--- config.mk ---
export PLATFORM = sky130hd
export DESIGN_NAME = xoroshiro128plus_prng_flat
export DESIGN_NICKNAME = d
export VERILOG_FILES = /design/src/rtl/xoro_pkg.sv /design/src/rtl/xoro_if.sv /design/src/rtl/xoroshiro128plus_prng.sv /design/src/rtl/xoro_dp.sv /design/src/rtl/xoro_ctrl.sv /design/src/flat_wrapper.sv
export SDC_FILE = /design/constraint.sdc
export NUM_CORES = 2
export LEC_CHECK = 0
export ABC_AREA = 1
export BUFFER_PORTS_ARGS = -buffer_cell sky130_fd_sc_hd__buf_2
export CORE_MARGIN = 10
export CORE_UTILIZATION = 55
export CTS_CLUSTER_DIAMETER = 150
export CTS_CLUSTER_SIZE = 24
export DETAILED_ROUTE_END_ITERATION = 8
export PLACE_DENSITY = 0.82
export SLEW_MARGIN = 15
export SYNTH_ARGS = -nofsm -noshare
export SYNTH_HDL_FRONTEND = slang
export SYNTH_HIERARCHICAL = 1
export SYNTH_SLANG_ARGS = --single-unit
--- constraint.sdc ---
create_clock -name i_clk -period 40.7 [get_ports i_clk]
set_clock_uncertainty 0.2 [all_clocks]
set_input_delay 10.175 -clock i_clk [delete_from_list [all_inputs] [get_ports i_clk]]
set_output_delay 10.175 -clock i_clk [all_outputs]
set_load 0.01 [all_outputs]
--- src/rtl/xoro_pkg.sv ---
// Shared types, operation codes, datapath actions and constants of the xoroshiro128+ generator.
package xoro_pkg;

    localparam logic [1:0] OP_RAW   = 2'd0;
    localparam logic [1:0] OP_BOUND = 2'd1;
    localparam logic [1:0] OP_JUMP  = 2'd2;
    localparam logic [1:0] OP_SEED  = 2'd3;

    localparam logic [3:0] ACT_NONE   = 4'd0;
    localparam logic [3:0] ACT_RAW    = 4'd1;
    localparam logic [3:0] ACT_BSETUP = 4'd2;
    localparam logic [3:0] ACT_BTRY   = 4'd3;
    localparam logic [3:0] ACT_JINIT  = 4'd4;
    localparam logic [3:0] ACT_JSTEP  = 4'd5;
    localparam logic [3:0] ACT_JDONE  = 4'd6;
    localparam logic [3:0] ACT_SINIT  = 4'd7;
    localparam logic [3:0] ACT_MUL    = 4'd8;
    localparam logic [3:0] ACT_ADD    = 4'd9;
    localparam logic [3:0] ACT_STORE  = 4'd10;

    localparam logic [127:0] JUMP_POLY  = 128'hd86b048b86aa9922_beac0467eba5facb;
    localparam logic [63:0]  GOLDEN_INC = 64'h9E3779B97F4A7C15;
    localparam logic [63:0]  MIX_MUL1   = 64'hBF58476D1CE4E5B9;
    localparam logic [63:0]  MIX_MUL2   = 64'h94D049BB133111EB;

    typedef struct packed {
        logic [3:0] act;
        logic       sel;
        logic [6:0] step_idx;
        logic       out_load;
    } t_cmd;

    typedef struct packed {
        logic [1:0] op;
        logic       range_err;
        logic       try_ok;
    } t_status;

    function automatic logic [63:0] rotl(input logic [63:0] v, input int unsigned k);
        rotl = (v << k) | (v >> (64 - k));
    endfunction

endpackage

--- src/rtl/xoro_if.sv ---
// Valid/ready channel interfaces for requests, results and seed writes.
interface xoro_in_if;
    logic               valid;
    logic               ready;
    logic [1:0]         op;
    logic signed [31:0] low_bound;
    logic signed [31:0] high_bound;
    modport source (output valid, output op, output low_bound, output high_bound, input ready);
    modport sink (input valid, input op, input low_bound, input high_bound, output ready);
endinterface

interface xoro_out_if;
    logic               valid;
    logic               ready;
    logic [63:0]        raw_value;
    logic signed [31:0] bounded_value;
    logic               range_error;
    modport source (output valid, output raw_value, output bounded_value, output range_error,
                    input ready);
    modport sink (input valid, input raw_value, input bounded_value, input range_error,
                  output ready);
endinterface

interface xoro_cfg_if;
    logic               valid;
    logic               ready;
    logic signed [31:0] data;
    modport source (output valid, output data, input ready);
    modport sink (input valid, input data, output ready);
endinterface

--- src/rtl/xoroshiro128plus_prng.sv ---
// Top level of the xoroshiro128+ generator with bounded draws, jump and reseed.
// Every request gives exactly one result. A raw draw leaves the controller idle, so raw
// draws transfer once per cycle while results are taken. A bounded draw takes one set-up
// step and then one try of the 64-bit adder and state update after another, fewer than
// two tries on average; bad bounds give their result after the set-up step alone.
// A jump makes one state update per bit of the 128-bit jump polynomial.
// A reseed runs the 32 by 32 bit multipliers of the splitmix64 mixer for two outputs.
// After reset the block runs the same seeding from seed zero before it accepts a
// request; seed writes are taken at any time.
module xoroshiro128plus_prng (
    input  logic        i_clk,
    input  logic        i_rst_n,
    xoro_in_if.sink     i_in,
    xoro_out_if.source  o_out,
    xoro_cfg_if.sink    i_cfg
);
    import xoro_pkg::*;

    t_cmd        cmd;
    t_status     status;
    logic [63:0] raw_value;
    logic [31:0] bounded_value;
    logic        range_error;
    logic        in_ready;
    logic        out_valid;

    assign i_cfg.ready = 1'b1;

    xoro_dp u_dp (
        .i_clk           (i_clk),
        .i_rst_n         (i_rst_n),
        .i_op            (i_in.op),
        .i_low_bound     (i_in.low_bound),
        .i_high_bound    (i_in.high_bound),
        .i_cfg_we        (i_cfg.valid),
        .i_cfg_data      (i_cfg.data),
        .i_cmd           (cmd),
        .o_status        (status),
        .o_raw_value     (raw_value),
        .o_bounded_value (bounded_value),
        .o_range_error   (range_error)
    );

    xoro_ctrl u_ctrl (
        .i_clk       (i_clk),
        .i_rst_n     (i_rst_n),
        .i_in_valid  (i_in.valid),
        .i_out_ready (o_out.ready),
        .i_status    (status),
        .o_in_ready  (in_ready),
        .o_out_valid (out_valid),
        .o_cmd       (cmd)
    );

    assign i_in.ready = in_ready;
    assign o_out.valid = out_valid;
    assign o_out.raw_value = raw_value;
    assign o_out.bounded_value = bounded_value;
    assign o_out.range_error = range_error;

endmodule

--- src/rtl/xoro_dp.sv ---
// Datapath: generator state, jump accumulator, splitmix64 mixer, bound logic and result register.
module xoro_dp (
    input  logic                 i_clk,
    input  logic                 i_rst_n,
    input  logic [1:0]           i_op,
    input  logic [31:0]          i_low_bound,
    input  logic [31:0]          i_high_bound,
    input  logic                 i_cfg_we,
    input  logic [31:0]          i_cfg_data,
    input  xoro_pkg::t_cmd       i_cmd,
    output xoro_pkg::t_status    o_status,
    output logic [63:0]          o_raw_value,
    output logic [31:0]          o_bounded_value,
    output logic                 o_range_error
);
    import xoro_pkg::*;

    logic [31:0] r_seed;
    logic [63:0] r_s0, r_s1, n_s0, n_s1;
    logic [63:0] r_acc0, r_acc1, n_acc0, n_acc1;
    logic [63:0] r_ctr, n_ctr, r_z, n_z;
    logic [63:0] r_pll, n_pll;
    logic [31:0] r_plh, n_plh, r_phl, n_phl;
    logic [31:0] r_lo, n_lo;
    logic [30:0] r_diff, n_diff, r_mask, n_mask;
    logic [63:0] r_raw;
    logic [31:0] r_bval;
    logic        r_err;

    logic [63:0] sum, b_x, adv0, adv1, mix_x, mix_c, mix_out, ctr_inc, seed_ext;
    logic [32:0] diff;
    logic [30:0] smear, try_v;
    logic        bad_range, try_ok;

    always_comb begin
        sum  = r_s0 + r_s1;
        b_x  = r_s0 ^ r_s1;
        adv0 = rotl(r_s0, 55) ^ b_x ^ (b_x << 14);
        adv1 = rotl(b_x, 36);

        diff = {i_high_bound[31], i_high_bound} - {i_low_bound[31], i_low_bound};
        bad_range = diff[32] | diff[31];
        smear = diff[30:0];
        smear = smear | (smear >> 1);
        smear = smear | (smear >> 2);
        smear = smear | (smear >> 4);
        smear = smear | (smear >> 8);
        smear = smear | (smear >> 16);

        try_v  = sum[30:0] & r_mask;
        try_ok = (try_v <= r_diff);

        mix_x   = i_cmd.sel ? (r_z ^ (r_z >> 27)) : (r_z ^ (r_z >> 30));
        mix_c   = i_cmd.sel ? MIX_MUL2 : MIX_MUL1;
        mix_out = r_z ^ (r_z >> 31);
        ctr_inc = r_ctr + GOLDEN_INC;
        seed_ext = {{32{r_seed[31]}}, r_seed};
    end

    always_comb begin
        n_s0 = r_s0;
        n_s1 = r_s1;
        n_acc0 = r_acc0;
        n_acc1 = r_acc1;
        n_ctr = r_ctr;
        n_z = r_z;
        n_pll = r_pll;
        n_plh = r_plh;
        n_phl = r_phl;
        n_lo = r_lo;
        n_diff = r_diff;
        n_mask = r_mask;
        case (i_cmd.act)
            ACT_RAW, ACT_BTRY: begin
                n_s0 = adv0;
                n_s1 = adv1;
            end
            ACT_BSETUP: begin
                n_lo = i_low_bound;
                n_diff = diff[30:0];
                n_mask = smear;
            end
            ACT_JINIT: begin
                n_acc0 = '0;
                n_acc1 = '0;
            end
            ACT_JSTEP: begin
                if (JUMP_POLY[i_cmd.step_idx]) begin
                    n_acc0 = r_acc0 ^ r_s0;
                    n_acc1 = r_acc1 ^ r_s1;
                end
                n_s0 = adv0;
                n_s1 = adv1;
            end
            ACT_JDONE: begin
                n_s0 = r_acc0;
                n_s1 = r_acc1;
            end
            ACT_SINIT: begin
                n_ctr = seed_ext + GOLDEN_INC;
                n_z = seed_ext + GOLDEN_INC;
            end
            ACT_MUL: begin
                n_pll = {32'd0, mix_x[31:0]} * {32'd0, mix_c[31:0]};
                n_plh = 32'(mix_x[31:0] * mix_c[63:32]);
                n_phl = 32'(mix_x[63:32] * mix_c[31:0]);
            end
            ACT_ADD: begin
                n_z = r_pll + {r_plh + r_phl, 32'd0};
            end
            ACT_STORE: begin
                if (i_cmd.sel) begin
                    n_s1 = mix_out;
                end else begin
                    n_s0 = mix_out;
                end
                n_ctr = ctr_inc;
                n_z = ctr_inc;
            end
            default: begin
            end
        endcase
    end

    always_ff @(posedge i_clk) begin
        if (!i_rst_n) begin
            r_seed <= '0;
        end else if (i_cfg_we) begin
            r_seed <= i_cfg_data;
        end
    end

    always_ff @(posedge i_clk) begin
        r_s0 <= n_s0;
        r_s1 <= n_s1;
        r_acc0 <= n_acc0;
        r_acc1 <= n_acc1;
        r_ctr <= n_ctr;
        r_z <= n_z;
        r_pll <= n_pll;
        r_plh <= n_plh;
        r_phl <= n_phl;
        r_lo <= n_lo;
        r_diff <= n_diff;
        r_mask <= n_mask;
        if (i_cmd.out_load) begin
            r_raw <= (i_cmd.act == ACT_RAW) ? sum : 64'd0;
            r_bval <= (i_cmd.act == ACT_BTRY) ? (r_lo + {1'b0, try_v}) : 32'd0;
            r_err <= (i_cmd.act == ACT_BSETUP);
        end
    end

    assign o_status.op = i_op;
    assign o_status.range_err = bad_range;
    assign o_status.try_ok = try_ok;
    assign o_raw_value = r_raw;
    assign o_bounded_value = r_bval;
    assign o_range_error = r_err;

endmodule

--- src/rtl/xoro_ctrl.sv ---
// Controller: sequences each operation and owns the request and result handshakes.
module xoro_ctrl (
    input  logic                 i_clk,
    input  logic                 i_rst_n,
    input  logic                 i_in_valid,
    input  logic                 i_out_ready,
    input  xoro_pkg::t_status    i_status,
    output logic                 o_in_ready,
    output logic                 o_out_valid,
    output xoro_pkg::t_cmd       o_cmd
);
    import xoro_pkg::*;

    localparam logic [3:0] ST_IDLE  = 4'd0;
    localparam logic [3:0] ST_BTRY  = 4'd1;
    localparam logic [3:0] ST_JSTEP = 4'd2;
    localparam logic [3:0] ST_JDONE = 4'd3;
    localparam logic [3:0] ST_SINIT = 4'd4;
    localparam logic [3:0] ST_MUL1  = 4'd5;
    localparam logic [3:0] ST_ADD1  = 4'd6;
    localparam logic [3:0] ST_MUL2  = 4'd7;
    localparam logic [3:0] ST_ADD2  = 4'd8;
    localparam logic [3:0] ST_STORE = 4'd9;

    logic [3:0] r_state, n_state;
    logic [6:0] r_idx, n_idx;
    logic       r_word, n_word;
    logic       r_boot, n_boot;
    logic       r_out_valid, n_out_valid;
    logic       in_ready, accept;

    assign in_ready = (r_state == ST_IDLE) && (!r_out_valid || i_out_ready);
    assign accept = in_ready && i_in_valid;

    always_comb begin
        n_state = r_state;
        n_idx = r_idx;
        n_word = r_word;
        n_boot = r_boot;
        o_cmd.act = ACT_NONE;
        o_cmd.sel = 1'b0;
        o_cmd.step_idx = r_idx;
        o_cmd.out_load = 1'b0;
        case (r_state)
            ST_IDLE: begin
                if (accept) begin
                    case (i_status.op)
                        OP_RAW: begin
                            o_cmd.act = ACT_RAW;
                            o_cmd.out_load = 1'b1;
                        end
                        OP_BOUND: begin
                            o_cmd.act = ACT_BSETUP;
                            if (i_status.range_err) begin
                                o_cmd.out_load = 1'b1;
                            end else begin
                                n_state = ST_BTRY;
                            end
                        end
                        OP_JUMP: begin
                            o_cmd.act = ACT_JINIT;
                            n_idx = '0;
                            n_state = ST_JSTEP;
                        end
                        default: begin
                            o_cmd.act = ACT_SINIT;
                            n_word = 1'b0;
                            n_state = ST_MUL1;
                        end
                    endcase
                end
            end
            ST_BTRY: begin
                o_cmd.act = ACT_BTRY;
                if (i_status.try_ok) begin
                    o_cmd.out_load = 1'b1;
                    n_state = ST_IDLE;
                end
            end
            ST_JSTEP: begin
                o_cmd.act = ACT_JSTEP;
                n_idx = r_idx + 7'd1;
                if (&r_idx) begin
                    n_state = ST_JDONE;
                end
            end
            ST_JDONE: begin
                o_cmd.act = ACT_JDONE;
                o_cmd.out_load = 1'b1;
                n_state = ST_IDLE;
            end
            ST_SINIT: begin
                o_cmd.act = ACT_SINIT;
                n_word = 1'b0;
                n_state = ST_MUL1;
            end
            ST_MUL1: begin
                o_cmd.act = ACT_MUL;
                n_state = ST_ADD1;
            end
            ST_ADD1: begin
                o_cmd.act = ACT_ADD;
                n_state = ST_MUL2;
            end
            ST_MUL2: begin
                o_cmd.act = ACT_MUL;
                o_cmd.sel = 1'b1;
                n_state = ST_ADD2;
            end
            ST_ADD2: begin
                o_cmd.act = ACT_ADD;
                n_state = ST_STORE;
            end
            ST_STORE: begin
                o_cmd.act = ACT_STORE;
                o_cmd.sel = r_word;
                if (r_word) begin
                    o_cmd.out_load = !r_boot;
                    n_boot = 1'b0;
                    n_state = ST_IDLE;
                end else begin
                    n_word = 1'b1;
                    n_state = ST_MUL1;
                end
            end
            default: begin
                n_state = ST_IDLE;
            end
        endcase

        if (o_cmd.out_load) begin
            n_out_valid = 1'b1;
        end else if (i_out_ready) begin
            n_out_valid = 1'b0;
        end else begin
            n_out_valid = r_out_valid;
        end
    end

    always_ff @(posedge i_clk) begin
        if (!i_rst_n) begin
            r_state <= ST_SINIT;
            r_idx <= '0;
            r_word <= 1'b0;
            r_boot <= 1'b1;
            r_out_valid <= 1'b0;
        end else begin
            r_state <= n_state;
            r_idx <= n_idx;
            r_word <= n_word;
            r_boot <= n_boot;
            r_out_valid <= n_out_valid;
        end
    end

    assign o_in_ready = in_ready;
    assign o_out_valid = r_out_valid;

endmodule

--- src/flat_wrapper.sv ---
// flat-port wrapper written by rule: the top's interface ports become plain ports
module xoroshiro128plus_prng_flat import xoro_pkg::*;
  (i_clk, i_rst_n, i_in_valid, i_in_op, i_in_low_bound, i_in_high_bound, i_in_ready, o_out_valid, o_out_raw_value, o_out_bounded_value, o_out_range_error, o_out_ready, i_cfg_valid, i_cfg_data, i_cfg_ready);
  xoro_in_if i_in_i ();
  xoro_out_if o_out_i ();
  xoro_cfg_if i_cfg_i ();
  input  logic i_clk;
  input  logic i_rst_n;
  input wire logic [$bits(i_in_i.valid)-1:0] i_in_valid;
  input wire logic [$bits(i_in_i.op)-1:0] i_in_op;
  input wire logic [$bits(i_in_i.low_bound)-1:0] i_in_low_bound;
  input wire logic [$bits(i_in_i.high_bound)-1:0] i_in_high_bound;
  output wire logic [$bits(i_in_i.ready)-1:0] i_in_ready;
  output wire logic [$bits(o_out_i.valid)-1:0] o_out_valid;
  output wire logic [$bits(o_out_i.raw_value)-1:0] o_out_raw_value;
  output wire logic [$bits(o_out_i.bounded_value)-1:0] o_out_bounded_value;
  output wire logic [$bits(o_out_i.range_error)-1:0] o_out_range_error;
  input wire logic [$bits(o_out_i.ready)-1:0] o_out_ready;
  input wire logic [$bits(i_cfg_i.valid)-1:0] i_cfg_valid;
  input wire logic [$bits(i_cfg_i.data)-1:0] i_cfg_data;
  output wire logic [$bits(i_cfg_i.ready)-1:0] i_cfg_ready;
  assign i_in_i.valid = i_in_valid;
  assign i_in_i.op = i_in_op;
  assign i_in_i.low_bound = i_in_low_bound;
  assign i_in_i.high_bound = i_in_high_bound;
  assign i_in_ready = i_in_i.ready;
  assign o_out_valid = o_out_i.valid;
  assign o_out_raw_value = o_out_i.raw_value;
  assign o_out_bounded_value = o_out_i.bounded_value;
  assign o_out_range_error = o_out_i.range_error;
  assign o_out_i.ready = o_out_ready;
  assign i_cfg_i.valid = i_cfg_valid;
  assign i_cfg_i.data = i_cfg_data;
  assign i_cfg_ready = i_cfg_i.ready;
  xoroshiro128plus_prng u_core (.i_clk(i_clk), .i_rst_n(i_rst_n), .i_in(i_in_i), .o_out(o_out_i), .i_cfg(i_cfg_i));
endmodule
======== After elaboration in Yosys (flattened, before gate mapping) ========
Memories as Yosys holds them, arrays and structs flattened. A register that Yosys moved wholly into a read port is not among the register bits.
Index checks and enable logic that the tools add are counted.
storage, ports and cells
  register bits ........................... 749
  bits in read-only memories .............. 128
  input port bits ......................... 103
  output and inout bits ................... 100
  logic and storage cells ................. 149
  memories kept ........................... 1
memories
  name              depth  bits a word  rd ports  clocked after Yosys merged registers in  wr ports  line           RTL
  (name not given)  128    1            1         1                                        0         xoro_dp.sv:88  if (JUMP_POLY[i_cmd.step_idx]) begin
cells by class
  $add $sub $neg .......................... 8
  multipliers ............................. 3
  order comparisons ....................... 2
  equal/unequal tests ..................... 31
  muxes and demuxes ....................... 40
  bitwise operators ....................... 17
  reduce and logical (&&, ||, !) cells .... 26
operators with widths
  kind                                            count
  case mux 64 bit (3 select lines)                3
  case mux 64 bit (2 select lines)                3
  2-to-1 mux 64 bit                               5
  XOR 64 bit                                      5
  adder 64 bit                                    2
  adder 64 bit (second input constant)            2
  multiplier 32 x 32 -> 32 bit                    2
  multiplier 32 x 32 -> 64 bit                    1
  OR 64 x 36 -> 64 bit                            1
  OR 64 x 55 -> 64 bit                            1
  XOR 64 x 33 -> 64 bit                           1
  XOR 64 x 34 -> 64 bit                           1
  XOR 64 x 37 -> 64 bit                           1
  2-to-1 mux 62 bit                               1
  case mux 4 bit (9 select lines)                 1
  subtractor 32 x 32 -> 33 bit                    1
  adder 32 x 31 -> 32 bit                         1
  adder 32 bit                                    1
  == test 4 x 3 -> 1 bit (second input constant)  8
  case mux 4 bit (8 select lines)                 1
  bitwise AND 31 bit                              1
  <= comparator 31 bit                            1
  OR 31 x 15 -> 31 bit                            1
  OR 31 x 23 -> 31 bit                            1
  37 further kinds                                81

======== Depth between registers and ports, before layout ========
  word-level depth ........................ 10
  mapped depth ............................ 45
  gate-level depth less buffers ........... 42

======== Cells and area by module ========
The synthesis kept the hierarchy.
by module, submodules not included
  module                 instances  cells each  area an instance (um2)  sequential area each (um2)
  xoro_dp                1          11116       95044.9                 21660.8
  xoro_ctrl              1          183         1142.3                  280.3
  xoroshiro128plus_prng  1          2           11.3                    0.0

======== Worst setup path before layout ========
Ideal clock, no wire load.
  path type ............................... input port to output port
  start point ............................. input port o_out_ready
  end point ............................... output port i_in_ready
  arrival ................................. 10.620 ns
  data required time ...................... 30.325 ns
  setup slack ............................. 19.705 ns
  cell stages on the path ................. 4
  buffers on the path ..................... 0
  cell sequence ........................... inv_1 -> nand2_1 -> inv_1 -> nor2_1
on the way
  longest elaborated chain between the ends .. 2
ends and longest elaborated chain
  element            line                RTL
  start, declared    flat_wrapper.sv:18  input wire logic [$bits(o_out_i.ready)-1:0] o_out_ready;
  logical OR 1 bit   xoro_ctrl.sv:32     assign in_ready = (r_state == ST_IDLE) && (!r_out_valid || i_out_ready);
  logical AND 1 bit  xoro_ctrl.sv:32
  end, declared      flat_wrapper.sv:13  output wire logic [$bits(i_in_i.ready)-1:0] i_in_ready;
No other way between the ends.

======== Worst setup path in the final report ========
Ends and elaborated chain as after synthesis.

==> results.md <==
* WHS Endpoint: u_core/u_ctrl/r_boot$_SDFFE_PN1P_
* Die span in x at 438.2 um
* Setup slack, reg-to-reg at 28690 ps
* First-pass GRT wire length at 536300 um
* Via count at around 80000
* Share of layout cells above drive strength 1 at 4.419%
* I/O pin cnt at ~200
* Arr. time, crit path at 10840 ps
* Vias in the first global route at 80951
* Seq cells post-synth at 746
* Area of the core at roughly 0.17 mm2
* Synth warnings at 6
* Register area share after synthesis at a little under a quarter
* Htree depth at 2
* Fill cell count at 15729
* Violated checks: DRC
* Drt initial violations at 9952
* TritonRoute pass-1 iters at 9
* Worst Tran Pin Value at 1341 ps
* Worst-Skew Late Latency at 710 ps
* Final setup fails at 0
* EDFF count, synth at 700
* Root buffer cell: clkbuf_16
* Status: finished, violations left
* Mean Syn Cell Area at 8.512 um2
* Area Growth Syn to Fin at 5.505%
* Post-synth top area cell: fa_1
* Placer Congestion at between 1 and 1.5
* Max clock buf depth at 3
* Post-DP HPWL at slightly above 300000 um
* Avg WL per Cell at 26.82 um
* Slew Limit Fails at 0
* Worst Path Required at 30320 ps
* Hold depth at 2
* Crit. End Element: primary output
* CTS tree: built
* Die H at 438.2 um
* Rows at about 150
* Hold path startpoint: u_core/u_ctrl/r_boot$_SDFFE_PN1P_
* Endpoints failing hold at 0
* Most used DFF post-synth: edfxtp_1
* Area share of the largest cell type after synthesis at 24.20%
* Clock-pin slew on the worst setup and hold paths at 100 ps
* Hold Buf Count CTS at 0
* Fin Setup TNS at 0 ps
* Tcrit/Tclk final at roughly 52%
* RSZ-0062 raised after global routing: false
* Startpoint Class: input port
* CP Max Fanout at 3
* Cell area after synthesis at 0.09620 mm2
* Max layer used: met5
* Ys async rst share at 0%
* DIE AREA at 0.1920 mm2
* Drt total wl at 370300 um
* Remaining antenna violation count at 0
* Met2 wire length at ~160000 um
* HP Class: register to register
* Setup repair bufs after CTS at 0
* Synth area leaders: fa_1 (24%), edfxtp_1 (22%), ha_1 (13%)
* Synth cell count leaders: inv_1 (2630), nand2_1 (1849), fa_1 (1163)
* IO Port Bufs at ~200
* WL met3 at 41980 um
* Wl on met1 at 138600 um
* Netlist cell types at 71
* Worst rel slew slack at 10.32%
* Clk sinks at approximately 750
* Remaining DRCs at 1
* CP Class: input port to primary output
* RR Startpoint: u_core/u_ctrl/r_state[2]$_SDFFE_PN1P_
* CTS-repair resized insts at 0
* Fmax at 47.13 MHz
* Final min period at 21220 ps
* RR Endpoint: u_core/u_dp/r_pll[47]$_DFFE_PN_
* Gr ovfl total at 0
* Starting Density at 55.34%
* Total GRT Usage at 37.93%
* Initial antenna violation count at 24
* Routed vias/inst at about 5.9
* Syn Inst Count at ~11000
* Count leader, synth: inv_1
* TritonCTS Buffers at 40
* Max_cap viols at 0
* Number of nets in the layout at 13735
* Reg2reg path depth at 35
* Largest net degree at the start of global routing at 95
[logic make-up (layout without fill, tap and decap cells)]
family	Yosys count	in the layout	share of synthesized area, %
flip-flops	746	746	22.81
buffers and inverters	2891	3019	11.41
AO/OA/AOI/OAI	1352	1352	8.020
multiplexers	1	1	0.01041
AND/OR/NAND/NOR	3587	3587	15.39
other	3	57	0.01170
adder cells (fa/ha/maj)	2176	2176	37.38
XOR/XNOR	545	545	4.970
[critical path: stages]
cell,delay [ps]
buf_2,90
inv_1,50
nand2_1,110
inv_1,180
nor2_1,80
buf_2,150
[worst max path at each step]
| stage | from | endpoint | cells past startpoint | slack (ps) |
|---|---|---|---|---|
| floorplan | o_out_ready | i_in_ready | 4 | 19710 |
| finish | o_out_ready | i_in_ready | 6 | 19480 |
| CTS | o_out_ready | i_in_ready | 6 | 19450 |
| detailed placement | o_out_ready | i_in_ready | 6 | 19460 |
| global placement | o_out_ready | i_in_ready | 6 | 19440 |
| global route | o_out_ready | i_in_ready | 6 | 19400 |
[flip-flops by register name, indices dropped and copies added, names as in the netlist, 64 cells and up]
| register | cells |
|---|---|
| u_core/u_dp/o_raw_value | 64 |
| u_core/u_dp/r_acc1 | 64 |
| u_core/u_dp/r_pll | 64 |
| u_core/u_dp/r_s1 | 64 |
| u_core/u_dp/r_ctr | 64 |
| u_core/u_dp/r_s0 | 64 |
| u_core/u_dp/r_z | 64 |
| u_core/u_dp/r_acc0 | 64 |
[cells in the final DEF (no fill, tap or decap), types with 8 or more instances in the layout]
| cell | instances |
|---|---|
| a211oi_1 | 10 |
| a21boi_0 | 21 |
| a21o_1 | 37 |
| a21oi_1 | 537 |
| a221oi_1 | 10 |
| a31oi_1 | 43 |
| buf_2 | 201 |
| buf_4 | 111 |
| clkbuf_1 | 8 |
| clkbuf_16 | 40 |
| conb_1 | 47 |
| dfxtp_1 | 46 |
| diode_2 | 10 |
| edfxtp_1 | 700 |
| fa_1 | 1163 |
| ha_1 | 1013 |
| inv_1 | 2629 |
| inv_2 | 9 |
| nand2_1 | 1845 |
| nand2_2 | 13 |
| nand3_1 | 454 |
| nand3b_1 | 22 |
| nand4_1 | 69 |
| nor2_1 | 989 |
| nor2_2 | 16 |
| nor2_4 | 11 |
| nor3_1 | 74 |
| nor4_1 | 25 |
| o211ai_1 | 106 |
| o21a_1 | 32 |
| o21ai_0 | 432 |
| o21ai_1 | 16 |
| o21bai_1 | 50 |
| o221ai_1 | 8 |
| or2_2 | 32 |
| xnor2_1 | 286 |
| xor2_1 | 248 |
[metal layers]
layer / vias up / track usage [%]
met3: 1109 / 9.871
met5: - / 0
met2: 4689 / 57.56
li1: 35606 / -
met1: 39403 / 48.30
met4: 22 / 23.88
[layout make-up]
class | instances | area (um2) | share of cell area (%)
Multi-Input combinational cell | 7708 | 63620 | 62.69
Sequential cell | 746 | 21940 | 21.62
Inverter | 2646 | 9938 | 9.792
Tap cell | 2325 | 2909 | 2.866
Timing Repair Buffer | 314 | 1862 | 1.834
Clock buffer | 48 | 1031 | 1.016
Clock inverter | 11 | 165.2 | 0.1627
Antenna cell | 10 | 25.02 | 0.02466
[metrics by stage]
| step | cells | hold WS [ps] | utilization [%] | setup WS (ps) | instance area, um2 |
|---|---|---|---|---|---|
| 6_report | 13808 | 252.5 | 58.39 | 19480 | 101500 |
| 5_1_grt | 13799 | 281.8 | 58.38 | 19400 | 101500 |
| 4_1_cts | 13796 | 257.3 | 58.33 | 19450 | 101400 |
| 3_5_place_dp | 13737 | 237.6 | 57.64 | 19460 | 100200 |
| 3_3_place_gp | 13737 | 233.6 | 57.64 | 19440 | 100200 |
| 2_1_floorplan | 11345 | 219.5 | - | 19710 | 96360 |
Power is left out: the tool's default activity adds up to more than one toggle a clock period on the data nets, which glitch-free logic cannot reach.
